## config.mk

```make
export PLATFORM = sky130hd
export DESIGN_NAME = opcode_class_decoder_top
export DESIGN_NICKNAME = d
export VERILOG_FILES = /design/src/hw/rtl/ocd_pkg.sv /design/src/hw/rtl/ocd_classify.sv /design/src/hw/rtl/opcode_class_decoder_top.sv
export SDC_FILE = /design/constraint.sdc
export NUM_CORES = 1
export LEC_CHECK = 0
export BUFFER_PORTS_ARGS = -buffer_cell sky130_fd_sc_hd__buf_2
export CAP_MARGIN = 20
export CORE_MARGIN = 2
export CORE_UTILIZATION = 55
export DETAILED_ROUTE_END_ITERATION = 7
export PLACE_DENSITY = 0.78
export SETUP_SLACK_MARGIN = 0.5
export SYNTH_ARGS = -nofsm -noshare
export SYNTH_HDL_FRONTEND = slang
export SYNTH_SLANG_ARGS = --single-unit
```

## constraint.sdc

```tcl
create_clock -name clk -period 2.6 [get_ports clk]
set_input_delay 0.13 -clock clk [delete_from_list [all_inputs] [get_ports clk]]
set_output_delay 0.13 -clock clk [all_outputs]
set_load 0.005 [all_outputs]
```

## src/hw/rtl/ocd_pkg.sv

```systemverilog
// Package for the opcode class decoder: class codes, masks and decode functions.
`default_nettype none
package ocd_pkg;

  localparam int unsigned OpW  = 16;
  localparam int unsigned ClsW = 7;

  typedef logic [OpW-1:0]  op_t;
  typedef logic [ClsW-1:0] cls_t;

  localparam cls_t K_ILLEGAL = 7'd0,  K_ABCD = 7'd1,  K_ADD = 7'd2,  K_ADDA = 7'd3;
  localparam cls_t K_ADDI = 7'd4,  K_ADDQ = 7'd5,  K_ADDX = 7'd6,  K_AND = 7'd7;
  localparam cls_t K_ANDI = 7'd8,  K_ANDI2CCR = 7'd9, K_ANDI2SR = 7'd10, K_ASL = 7'd11;
  localparam cls_t K_ASR = 7'd12, K_BCC = 7'd13, K_BCHG_I = 7'd14, K_BCHG_R = 7'd15;
  localparam cls_t K_BCLR_I = 7'd16, K_BCLR_R = 7'd17, K_BCS = 7'd18, K_BEQ = 7'd19;
  localparam cls_t K_BGE = 7'd20, K_BGT = 7'd21, K_BHI = 7'd22, K_BLE = 7'd23;
  localparam cls_t K_BLS = 7'd24, K_BLT = 7'd25, K_BMI = 7'd26, K_BNE = 7'd27;
  localparam cls_t K_BPL = 7'd28, K_BRA = 7'd29, K_BSET_I = 7'd30, K_BSET_R = 7'd31;
  localparam cls_t K_BSR = 7'd32, K_BTST_I = 7'd33, K_BTST_R = 7'd34, K_BVC = 7'd35;
  localparam cls_t K_BVS = 7'd36, K_CHK = 7'd37, K_CLR = 7'd38, K_CMP = 7'd39;
  localparam cls_t K_CMPA = 7'd40, K_CMPI = 7'd41, K_CMPM = 7'd42, K_DBCC = 7'd43;
  localparam cls_t K_DIVS = 7'd44, K_DIVU = 7'd45, K_EOR = 7'd46, K_EORI = 7'd47;
  localparam cls_t K_EORI2CCR = 7'd48, K_EXG = 7'd49, K_EXT = 7'd50, K_JMP = 7'd51;
  localparam cls_t K_JSR = 7'd52, K_LEA = 7'd53, K_LINK = 7'd54, K_LSL = 7'd55;
  localparam cls_t K_LSR = 7'd56, K_MOVE = 7'd57, K_MOVE2CCR = 7'd58, K_MOVEA = 7'd59;
  localparam cls_t K_MOVEM = 7'd60, K_MOVEP = 7'd61, K_MOVEQ = 7'd62, K_MOVESR = 7'd63;
  localparam cls_t K_MULS = 7'd64, K_MULU = 7'd65, K_NBCD = 7'd66, K_NEG = 7'd67;
  localparam cls_t K_NEGX = 7'd68, K_NOP = 7'd69, K_NOT = 7'd70, K_OR = 7'd71;
  localparam cls_t K_ORI = 7'd72, K_ORI2CCR = 7'd73, K_PEA = 7'd74, K_ROL = 7'd75;
  localparam cls_t K_ROR = 7'd76, K_ROXL = 7'd77, K_ROXR = 7'd78, K_RTR = 7'd79;
  localparam cls_t K_RTS = 7'd80, K_SBCD = 7'd81, K_SCC = 7'd82, K_SUB = 7'd83;
  localparam cls_t K_SUBA = 7'd84, K_SUBI = 7'd85, K_SUBQ = 7'd86, K_SUBX = 7'd87;
  localparam cls_t K_SWAP = 7'd88, K_TAS = 7'd89, K_TRAP = 7'd90, K_TRAPV = 7'd91;
  localparam cls_t K_TST = 7'd92, K_UNLK = 7'd93;

  localparam logic [11:0] M_ALL  = 12'hFFF;
  localparam logic [11:0] M_DATA = 12'hBFF;
  localparam logic [11:0] M_MEMA = 12'h3F8;
  localparam logic [11:0] M_DALT = 12'hBF8;
  localparam logic [11:0] M_ALT  = 12'hFF8;
  localparam logic [11:0] M_BTI  = 12'hBFB;
  localparam logic [11:0] M_CTL  = 12'h27B;
  localparam logic [11:0] M_MMR  = 12'h2F8;
  localparam logic [11:0] M_MRM  = 12'h37B;

  function automatic logic ea_ok(input logic [5:0] ea, input logic [11:0] mask);
    logic ok;
    ok = 1'b0;
    if (ea[5:3] != 3'd7) ok = mask[4'd11 - {1'b0, ea[5:3]}];
    else begin
      case (ea[2:0])
        3'd0:    ok = mask[4];
        3'd1:    ok = mask[3];
        3'd2:    ok = mask[1];
        3'd3:    ok = mask[0];
        3'd4:    ok = mask[2];
        default: ok = 1'b0;
      endcase
    end
    return ok;
  endfunction

  function automatic cls_t branch_cls(input logic [3:0] cc);
    cls_t r;
    case (cc)
      4'h0: r = K_BRA;  4'h1: r = K_BSR;  4'h2: r = K_BHI;  4'h3: r = K_BLS;
      4'h4: r = K_BCC;  4'h5: r = K_BCS;  4'h6: r = K_BNE;  4'h7: r = K_BEQ;
      4'h8: r = K_BVC;  4'h9: r = K_BVS;  4'hA: r = K_BPL;  4'hB: r = K_BMI;
      4'hC: r = K_BGE;  4'hD: r = K_BLT;  4'hE: r = K_BGT;  default: r = K_BLE;
    endcase
    return r;
  endfunction

endpackage
`default_nettype wire

```

## src/hw/rtl/ocd_classify.sv

```systemverilog
// Combinational opcode pattern matcher; later patterns take priority.
`default_nettype none
module ocd_classify (
  input  ocd_pkg::op_t  op,
  output ocd_pkg::cls_t cls
);
  import ocd_pkg::*;

  logic [3:0] hi;
  logic [2:0] opm;
  logic       szok, left;
  logic [5:0] ea, dst;

  assign hi   = op[15:12];
  assign opm  = op[8:6];
  assign szok = (op[7:6] != 2'd3);
  assign left = op[8];
  assign ea   = op[5:0];
  assign dst  = {op[8:6], op[11:9]};

  always_comb begin
    cls = K_ILLEGAL;
    if ((op & 16'hF1F0) == 16'hC100) cls = K_ABCD;
    if ((op & 16'hF1F0) == 16'h8100) cls = K_SBCD;
    if (opm <= 3'd2) begin
      if (hi == 4'hD) cls = K_ADD;
      if (hi == 4'hB) cls = K_CMP;
      if (hi == 4'h9) cls = K_SUB;
      if (hi == 4'hC && ea_ok(ea, M_DATA)) cls = K_AND;
      if (hi == 4'h8 && ea_ok(ea, M_DATA)) cls = K_OR;
    end else if (opm >= 3'd4 && opm <= 3'd6) begin
      if (ea_ok(ea, M_MEMA)) begin
        if (hi == 4'hD) cls = K_ADD;
        if (hi == 4'h9) cls = K_SUB;
        if (hi == 4'hC) cls = K_AND;
        if (hi == 4'hB) cls = K_EOR;
        if (hi == 4'h8) cls = K_OR;
      end
    end else begin
      if (hi == 4'hD) cls = K_ADDA;
      if (hi == 4'hB) cls = K_CMPA;
      if (hi == 4'h9) cls = K_SUBA;
    end
    if (szok && ea_ok(ea, M_DALT)) begin
      case (op[15:8])
        8'h06:   cls = K_ADDI;
        8'h02:   cls = K_ANDI;
        8'h0C:   cls = K_CMPI;
        8'h0A:   cls = K_EORI;
        8'h00:   cls = K_ORI;
        8'h04:   cls = K_SUBI;
        default: ;
      endcase
    end
    if (hi == 4'h5 && szok && ea_ok(ea, M_ALT)) cls = left ? K_SUBQ : K_ADDQ;
    if (szok && (op & 16'hF130) == 16'hD100) cls = K_ADDX;
    if (szok && (op & 16'hF130) == 16'h9100) cls = K_SUBX;
    if (op == 16'h023C) cls = K_ANDI2CCR;
    if (op == 16'h027C) cls = K_ANDI2SR;
    if (szok && (op & 16'hF018) == 16'hE008) cls = left ? K_LSL : K_LSR;
    if (szok && (op & 16'hF018) == 16'hE000) cls = left ? K_ASL : K_ASR;
    if (ea_ok(ea, M_MEMA)) begin
      if ((op & 16'hFEC0) == 16'hE2C0) cls = left ? K_LSL : K_LSR;
      if ((op & 16'hFEC0) == 16'hE0C0) cls = left ? K_ASL : K_ASR;
    end
    if (hi == 4'h6) cls = branch_cls(op[11:8]);
    if ((op & 16'hF100) == 16'h0100 && ea_ok(ea, M_DALT)) begin
      if (opm == 3'd5) cls = K_BCHG_R;
      if (opm == 3'd6) cls = K_BCLR_R;
      if (opm == 3'd7) cls = K_BSET_R;
    end
    if (ea_ok(ea, M_DALT)) begin
      if ((op & 16'hFFC0) == 16'h0840) cls = K_BCHG_I;
      if ((op & 16'hFFC0) == 16'h0880) cls = K_BCLR_I;
      if ((op & 16'hFFC0) == 16'h08C0) cls = K_BSET_I;
    end
    if ((op & 16'hF1C0) == 16'h0100 && ea_ok(ea, M_DATA)) cls = K_BTST_R;
    if ((op & 16'hFFC0) == 16'h0800 && ea_ok(ea, M_BTI)) cls = K_BTST_I;
    if ((op & 16'hF1C0) == 16'h4180 && ea_ok(ea, M_DATA)) cls = K_CHK;
    if ((op & 16'hFF00) == 16'h4200 && szok && ea_ok(ea, M_DALT)) cls = K_CLR;
    if ((op & 16'hF138) == 16'hB108 && szok) cls = K_CMPM;
    if ((op & 16'hF0F8) == 16'h50C8) cls = K_DBCC;
    if (ea_ok(ea, M_DATA)) begin
      case (op & 16'hF1C0)
        16'h81C0: cls = K_DIVS;
        16'h80C0: cls = K_DIVU;
        16'hC1C0: cls = K_MULS;
        16'hC0C0: cls = K_MULU;
        default:  ;
      endcase
    end
    if (op == 16'h0A3C) cls = K_EORI2CCR;
    if ((op & 16'hF1F8) == 16'hC140 || (op & 16'hF1F8) == 16'hC148 ||
        (op & 16'hF1F8) == 16'hC188) cls = K_EXG;
    if ((op & 16'hFFF8) == 16'h4880 || (op & 16'hFFF8) == 16'h48C0) cls = K_EXT;
    if (ea_ok(ea, M_CTL)) begin
      if ((op & 16'hFFC0) == 16'h4EC0) cls = K_JMP;
      if ((op & 16'hFFC0) == 16'h4E80) cls = K_JSR;
      if ((op & 16'hF1C0) == 16'h41C0) cls = K_LEA;
    end
    if ((op & 16'hFFF8) == 16'h4E50) cls = K_LINK;
    if (hi >= 4'h1 && hi <= 4'h3 && ea_ok(dst, M_DALT) && ea_ok(ea, M_ALL)) cls = K_MOVE;
    if ((hi == 4'h2 || hi == 4'h3) && opm == 3'd1) cls = K_MOVEA;
    if ((op & 16'hFFC0) == 16'h44C0 && ea_ok(ea, M_DATA)) cls = K_MOVE2CCR;
    if ((op & 16'hFFC0) == 16'h40C0 && ea_ok(ea, M_DALT)) cls = K_MOVESR;
    if ((op & 16'hFF80) == 16'h4880 && ea_ok(ea, M_MMR)) cls = K_MOVEM;
    if ((op & 16'hFF80) == 16'h4C80 && ea_ok(ea, M_MRM)) cls = K_MOVEM;
    if ((op & 16'hF138) == 16'h0108) cls = K_MOVEP;
    if ((op & 16'hF100) == 16'h7000) cls = K_MOVEQ;
    if ((op & 16'hFFC0) == 16'h4800 && ea_ok(ea, M_DALT)) cls = K_NBCD;
    if (szok && ea_ok(ea, M_DALT)) begin
      if (op[15:8] == 8'h44) cls = K_NEG;
      if (op[15:8] == 8'h40) cls = K_NEGX;
      if (op[15:8] == 8'h46) cls = K_NOT;
    end
    if (op == 16'h4E71) cls = K_NOP;
    if (op == 16'h003C) cls = K_ORI2CCR;
    if ((op & 16'hFFC0) == 16'h4840 && ea_ok(ea, M_CTL)) cls = K_PEA;
    if (szok && (op & 16'hF018) == 16'hE018) cls = left ? K_ROL : K_ROR;
    if (szok && (op & 16'hF018) == 16'hE010) cls = left ? K_ROXL : K_ROXR;
    if (ea_ok(ea, M_MEMA)) begin
      if ((op & 16'hFEC0) == 16'hE6C0) cls = left ? K_ROL : K_ROR;
      if ((op & 16'hFEC0) == 16'hE4C0) cls = left ? K_ROXL : K_ROXR;
    end
    if (op == 16'h4E77) cls = K_RTR;
    if (op == 16'h4E75) cls = K_RTS;
    if ((op & 16'hF0C0) == 16'h50C0 && ea_ok(ea, M_DALT)) cls = K_SCC;
    if ((op & 16'hFFF8) == 16'h4840) cls = K_SWAP;
    if ((op & 16'hFFC0) == 16'h4AC0 && ea_ok(ea, M_DALT)) cls = K_TAS;
    if ((op & 16'hFFF0) == 16'h4E40) cls = K_TRAP;
    if (op == 16'h4E76) cls = K_TRAPV;
    if (op[15:8] == 8'h4A && szok) cls = K_TST;
    if ((op & 16'hFFF8) == 16'h4E58) cls = K_UNLK;
  end
endmodule
`default_nettype wire

```

## src/hw/rtl/opcode_class_decoder_top.sv

```systemverilog
// Top level of the opcode class decoder: input register, matcher, result register.
// The input register feeds the matcher, whose class is captured in the result register.
// Throughput: one opcode per cycle while out_ready does not stall the result; the matcher is a single pass of logic.
// A stalled result holds both stages; a free stage accepts the next transaction.
// Reset (synchronous, rst_n low) clears both valid flags; payload is not reset.
`default_nettype none
module opcode_class_decoder_top (
  input  wire            clk,
  input  wire            rst_n,
  input  wire            in_valid,
  output logic           in_ready,
  input  ocd_pkg::op_t   in_opcode_word,
  output logic           out_valid,
  input  wire            out_ready,
  output ocd_pkg::cls_t  out_instr_class,
  output logic           out_is_illegal
);
  import ocd_pkg::*;

  logic  op_vld_r;
  op_t   op_r;
  cls_t  cls_c;
  logic  adv;

  assign adv      = !out_valid || out_ready;
  assign in_ready = !op_vld_r || adv;

  ocd_classify u_cls (.op(op_r), .cls(cls_c));

  always_ff @(posedge clk) begin
    if (!rst_n) begin
      op_vld_r  <= 1'b0;
      out_valid <= 1'b0;
    end else begin
      if (in_ready) op_vld_r <= in_valid;
      if (adv) out_valid <= op_vld_r;
    end
  end

  always_ff @(posedge clk) begin
    if (in_ready && in_valid) op_r <= in_opcode_word;
    if (adv && op_vld_r) begin
      out_instr_class <= cls_c;
      out_is_illegal  <= (cls_c == K_ILLEGAL);
    end
  end

`ifndef NO_ASSERTIONS
  a_ill: assert property (@(posedge clk) disable iff (!rst_n)
    out_valid |-> (out_is_illegal == (out_instr_class == K_ILLEGAL)))
    else $error("illegal flag disagrees with class");
  a_range: assert property (@(posedge clk) disable iff (!rst_n)
    out_valid |-> (out_instr_class <= K_UNLK))
    else $error("class out of range");
  a_flow: assert property (@(posedge clk) disable iff (!rst_n)
    (op_vld_r && adv) |=> out_valid)
    else $error("decoded transaction lost");
`endif
endmodule
`default_nettype wire
```

# After elaboration in Yosys (flattened, before gate mapping)
# Memories as Yosys holds them, arrays and structs flattened. A register that Yosys moved wholly into a read port is not among the register bits.
# Cells that the tools add are included.
[word_totals] n_memories=11 input_bits=20 rom_bits=256 wordCells=278 output_inout_bits=10 reg_bits=26
[classes] addsub=2 n_reduce_logical=50 n_eq_ne=86 n_lt_le_gt_ge=7 muxes=117
[memory_table] name="(no name shown)" words=16 word_bits=6 read_ports=1 rd_clocked_by_memory_dff=1 write_ports=0 line="ocd_pkg.sv:65" source="case (cc)"
[memory_table] name="(no name shown)" words=16 word_bits=1 read_ports=1 rd_clocked_by_memory_dff=0 write_ports=0 line="ocd_pkg.sv:49" source="if (ea[5:3] != 3'd7) ok = mask[4'd11 - {1'b0, ea[5:3]}];"
[memory_table] name="(no name shown)" words=16 word_bits=1 read_ports=1 rd_clocked_by_memory_dff=0 write_ports=0 line="ocd_pkg.sv:49"
[memory_table] name="(no name shown)" words=16 word_bits=1 read_ports=1 rd_clocked_by_memory_dff=0 write_ports=0 line="ocd_pkg.sv:49"
[memory_table] name="(no name shown)" words=16 word_bits=1 read_ports=1 rd_clocked_by_memory_dff=0 write_ports=0 line="ocd_pkg.sv:49"
[memory_table] name="(no name shown)" words=16 word_bits=1 read_ports=1 rd_clocked_by_memory_dff=0 write_ports=0 line="ocd_pkg.sv:49"
[memory_table] name="+5 memories"
[ops] operator="7-bit two-way mux" n=82
[ops] operator="10-bit by 9-bit == test with 1-bit output (second input constant)" n=7
[ops] operator="13-bit by 12-bit == test with 1-bit output (second input constant)" n=5
[ops] operator="16-bit by 15-bit == test with 1-bit output (second input constant)" n=4
[ops] operator="9-bit == test (second input constant)" n=6
[ops] operator="7-bit == test (second input constant)" n=6
[ops] operator="7-bit case mux with 6 select lines" n=1
[ops] operator="10-bit by 6-bit == test with 1-bit output (second input constant)" n=4
[ops] operator="8-bit by 7-bit == test with 1-bit output (second input constant)" n=5
[ops] operator="1-bit logical AND" n=34
[ops] operator="16-bit by 10-bit == test with 1-bit output (second input constant)" n=2
[ops] operator="10-bit == test (second input constant)" n=3
[ops] operator="1-bit two-way mux" n=28
[ops] operator="7-bit case mux with 4 select lines" n=1
[ops] operator="9-bit by 8-bit == test with 1-bit output (second input constant)" n=3
[ops] operator="6-bit == test (second input constant)" n=4
[ops] operator="8-bit by 4-bit == test with 1-bit output (second input constant)" n=3
[ops] operator="4-bit == test (second input constant)" n=5
[ops] operator="16-bit by 12-bit == test with 1-bit output (second input constant)" n=1
[ops] operator="16-bit by 6-bit == test with 1-bit output (second input constant)" n=1
[ops] operator="8-bit by 3-bit == test with 1-bit output (second input constant)" n=2
[ops] operator="7-bit by 6-bit == test with 1-bit output (second input constant)" n=2
[ops] operator="12-bit by 11-bit == test with 1-bit output (second input constant)" n=1
[ops] operator="3-bit == test (second input constant)" n=4
[ops] operator="30 further kinds" n=48

# Longest topological paths before layout
[logic_depth] ltp_word=79 depth_mapped=10 mapped_depth_nobuf=10

# Modules after synthesis
# A second synthesis with hierarchy kept.
[unflattened] cells_unflattened=415 area_unflattened_um2=3305.7
[modules_own_cells] module="ocd_classify" instances=1 seq_area_each_um2=0.0 cells_each=380 area_per_inst_um2=2477.4
[modules_own_cells] module="opcode_class_decoder_top" instances=1 seq_area_each_um2=760.7 cells_each=35 area_per_inst_um2=828.3

# Worst setup path before layout
# Ideal clock, no wire load.
[synth_path] kind="register -> register" startpoint="reg op_r[5]" endpoint="reg out_is_illegal (data pin)" stages_incl_launch_ff=11 n_path_buf=2 t_arrival_ps=2703 required_time_ps=2430 slack_ps=-273 synth_period_minus_slack_ps=2873 setup_ps=170 cell_sequence="edfxtp_1 buf_6 or2_1 buf_2 nand2_2 o21ai_1 o21a_1 or4b_1 or3b_4 or4_4 nor4_2"
[synth_between] elab_cells_between_ends=165 classes_between="add/sub (1); eq/ne (25); mux (105); reduce/logical (25); memory (9)"
[synth_rtl] item="start: declaration" line="opcode_class_decoder_top.sv:21" source="op_t op_r;"
[synth_rtl] item="start signal: assignment" line="opcode_class_decoder_top.sv:41" source="if (in_ready && in_valid) op_r <= in_opcode_word;"
[synth_rtl] item="parallel branches: the longest is 76 deep, another holds 4-bit by 3-bit subtractor with 4-bit output"
[synth_rtl] item="7-bit two-way mux (*)" line="ocd_classify.sv:133" source="if ((op & 16'hFFF8) == 16'h4E58) cls = K_UNLK;"
[synth_rtl] item="net cls_c[4]" line="opcode_class_decoder_top.sv:22" source="cls_t cls_c;"
[synth_rtl] item="7-bit logical NOT (*)" line="opcode_class_decoder_top.sv:44" source="out_is_illegal <= (cls_c == K_ILLEGAL);"
[synth_rtl] item="end signal: assignment" line="opcode_class_decoder_top.sv:44"
[synth_rtl] item="end: declaration" line="opcode_class_decoder_top.sv:16" source="output logic out_is_illegal"
# Mark *: on every way through the listed nets, which the timed path passes. The select of a mux whose other input is x is not followed.
# A chain may end at the register's enable or synchronous reset.

# Worst setup path in the final report
[layout_path] startpoint="reg op_r[14]" endpoint="reg out_is_illegal (data pin)"
[layout_between] elab_cells_between_ends=196 classes_between="order compare (2); eq/ne (74); mux (84); reduce/logical (36)"
[layout_rtl] item="9-bit == test" line="ocd_classify.sv:24" source="if ((op & 16'hF1F0) == 16'h8100) cls = K_SBCD;"
[layout_rtl] item="7-bit two-way mux" line="ocd_classify.sv:24"
[layout_rtl] item="7-bit two-way mux" line="ocd_classify.sv:26, ocd_classify.sv:33"
[layout_rtl] item="7-bit two-way mux" line="ocd_classify.sv:34" source="if (hi == 4'h9) cls = K_SUB;"
[layout_rtl] item="7-bit two-way mux" line="ocd_classify.sv:35" source="if (hi == 4'hC) cls = K_AND;"
[layout_rtl] item="7-bit two-way mux" line="ocd_classify.sv:36" source="if (hi == 4'hB) cls = K_EOR;"
[layout_rtl] item="7-bit two-way mux" line="ocd_classify.sv:37" source="if (hi == 4'h8) cls = K_OR;"
[layout_rtl] item="7-bit two-way mux" line="ocd_classify.sv:32" source="if (ea_ok(ea, M_MEMA)) begin"
[layout_rtl] item="[63 not listed]"
[layout_rtl] item="7-bit two-way mux" line="ocd_classify.sv:128" source="if ((op & 16'hFFF8) == 16'h4840) cls = K_SWAP;"
[layout_rtl] item="7-bit two-way mux" line="ocd_classify.sv:129" source="if ((op & 16'hFFC0) == 16'h4AC0 && ea_ok(ea, M_DALT)) cls = K_TAS;"
[layout_rtl] item="7-bit two-way mux" line="ocd_classify.sv:130" source="if ((op & 16'hFFF0) == 16'h4E40) cls = K_TRAP;"
[layout_rtl] item="7-bit two-way mux" line="ocd_classify.sv:131" source="if (op == 16'h4E76) cls = K_TRAPV;"
[layout_rtl] item="7-bit two-way mux" line="ocd_classify.sv:132" source="if (op[15:8] == 8'h4A && szok) cls = K_TST;"
[layout_rtl] item="7-bit two-way mux (*)" line="ocd_classify.sv:133"
[layout_rtl] item="net cls_c[4]" line="opcode_class_decoder_top.sv:22"
[layout_rtl] item="7-bit logical NOT (*)" line="opcode_class_decoder_top.sv:44"
# Mark *: on every way through the listed nets, which the timed path passes. The rest lies on a longest branch.

==> metrics.cfg <==
[outcome]
status=complete, but fails checks
violations=setup timing

[critical_path]
crit_buf_inv=2
r2r-end=out_is_illegal
cpPeakStageDelay_ns=0.54
start_kind=flop
rrSetupSlack_ns=-0.51
path_cells=buf_2 -> buf_6 -> nand4bb_4 -> nor2_2 -> a31oi_1 -> o21a_1 -> or4b_1 -> or3b_4 -> or4_4 -> nor4_4
cp_max_fo=6
rr_startpoint=op_r[14]
cp_slowest_cell=or4b_1
rr_worst_depth=10
arrival_ns=3.23
cp-end-kind=flop
required_ns=2.72
cp_top_family=simple AND/OR/NAND/NOR gates
critPathKind=reg -> reg

[synthesis]
syn_area_sq_um=3257
ys_types=84
yosys.area.top_type_share=0.2213
syn_nets=438
synth_edf_count=24
ys_warn_count=0
ys.flop_type=edfxtp_1
syn_avg_cell_area_sq_um=7.886
ys_ff_latch=32
synthTopCellsByArea=edfxtp_1 (22%), dfxtp_1 (4.9%), nand2_1 (4.7%), a21oi_1 (3.7%), nor2_1 (3.5%)
yosysTopAreaCell=edfxtp_1
ys_async_sr_fraction=0
ys_seq_area_frac=0.2705
synth_cells=413

[global_routing]
grt_max_degree=17
overflow=0
grt_pass1_wl_mm=23.29
grtUsageTotal=0.4827
grt_pass1_vias=4400
antenna_found_initial=1

[power]
powerDensity_nw_per_um2=323.4
leakage_nw=2.161
max-vdd-ir-drop_mv=0.3303

[layout]
mostFrequentLayoutCells=buf_4 (151), nand2_1 (36), buf_2 (30)
areaGrowthSynthToFinish_pct=56.17
design_area_sq_um=5086
stdcell_count=663
final_common_cell=buf_4
diodes=0
drive_above_1_share=0.4575
n_fill_cell=319
fin_nets=612

[worst_hold_path]
hold_depth=1
hold_class=in -> reg
worst_hold_path.endpoint=op_r[2]
worstHoldStart=in_opcode_word[2]

[timing]
slew-limit-headroom=0.3378
rsz0062_at_grt=true
setup_ws_ns=-0.5095
clock_skew_ns=0.004782
fmax_mhz=321.6
finalSetupViolCount=4
hold_viol=0
finalCritPeriodShare=1.196
final.min_clock_period_ns=3.109
slew_violations=0
worst_pin_slew_ns=0.9912

[detailed_routing]
ant_nets=0
wirelength_mm=15.90
vias_per_cell=7.119
initialDrtViolationCount=927
routed-via-count=4720
post_drt_wl_per_cell_um=23.98
drc=0
drt_first_pass_iters=7

[placement]
port_buffers=29
dpl-instance-area_sq_um=4609
dp_hpwl_mm=11.27
place_congestion=1.131
place_inst=640

[clock_tree]
clk_pin_slew_ns=0.07
cts.sinks=32
cts_tree=done
cts-hold-fix-buffers=0
h-tree-depth=2
ctsLongestPathBuffers=2
clk-insertion-delay-late_ns=0.29
cts_buffers=5
cts-root-buf=clkbuf_8

[die]
core.rowCount=28
core_area_sq_um=5816
die_x_um=80.95
start_util=0.5600
die_y_um=80.95
boundaryPins=30
die_area_sq_um=6553

[run]
maxCapViolations=0

-- cell type report --
type	instances	area [sq um]	share of cell area
sequential	32	880.8	0.1732
timing repair buffer	198	1480	0.2910
tap	75	93.84	0.01845
multi-input combinational	341	2514	0.4942
clock buffer	7	76.32	0.01501
inverter	9	37.54	0.007380
clock inverter	1	3.754	0.0007380
-- power by group --
part	total, mW	internal (mW)	leakage, nW	switching (mW)
Sequential	0.629	0.596	0.299	0.0332
Clock	0.389	0.187	0.0399	0.203
Combinational	0.626	0.282	1.82	0.344
-- metal layers --
| metal | part of all wire | global-route usage |
|---|---|---|
| met5 | 0 | 0 |
| met4 | 0.092 | 0.3508 |
| met1 | 0.33 | 0.5594 |
| met2 | 0.44 | 0.7479 |
| met3 | 0.14 | 0.1544 |
-- metrics by stage --
stage / worst slack (ns) / power [mW] / hold WS (ns) / util / TNS, ns
after floorplan: -0.2301 / 0.9109 / 0.2289 / - / -0.2301
after global placement: -0.3930 / 1.147 / 0.3066 / 0.7926 / -0.6428
after detailed placement: -0.4450 / 1.166 / 0.3083 / 0.7926 / -0.8510
after CTS: -0.4435 / 1.562 / 0.009078 / 0.8382 / -0.5855
after global routing: -0.6001 / 1.683 / 0.006297 / 0.8746 / -1.503
final: -0.5095 / 1.645 / 0.006785 / 0.8746 / -0.9533
-- cells by family after synthesis --
| kind of cell | share of synthesized area |
|---|---|
| flops | 0.2705 |
| compound gates | 0.2505 |
| xor+xnor | 0.01345 |
| simple gates | 0.3680 |
| buf+inv | 0.05916 |
| fa+ha+maj | 0.01921 |
| mux | 0.01921 |
-- repair_timing --
action	in CTS	in global routing
resized for setup	35	31
buffers inserted	5	10
endpoints found under the setup margin	9	9
pin swaps	5	10
-- worst max-delay path by stage --
stage / from / to / depth (start not counted)
floorplan: op_r[5] / out_is_illegal / 9
global placement: op_r[5] / out_is_illegal / 10
detailed placement: op_r[5] / out_is_illegal / 10
CTS: op_r[15] / out_is_illegal / 8
global route: op_r[15] / out_is_illegal / 8
finish: op_r[14] / out_is_illegal / 10
-- cell usage after synthesis, types with 5 or more instances --
| cell type | number |
|---|---|
| nand4_1 | 12 |
| a31oi_1 | 9 |
| nor3b_1 | 6 |
| edfxtp_1 | 24 |
| nand2_1 | 41 |
| and3_1 | 5 |
| inv_1 | 9 |
| nor4_1 | 8 |
| clkbuf_1 | 15 |
| a21oi_1 | 24 |
| o21ai_0 | 22 |
| nor2b_1 | 9 |
| buf_2 | 10 |
| a2111oi_0 | 6 |
| ha_1 | 5 |
| nor3_1 | 19 |
| o211ai_1 | 6 |
| a311oi_1 | 5 |
| nor2_1 | 30 |
| nand2b_1 | 7 |
| nand3_1 | 22 |
| dfxtp_1 | 8 |
Power figures use the tool's default switching activity.
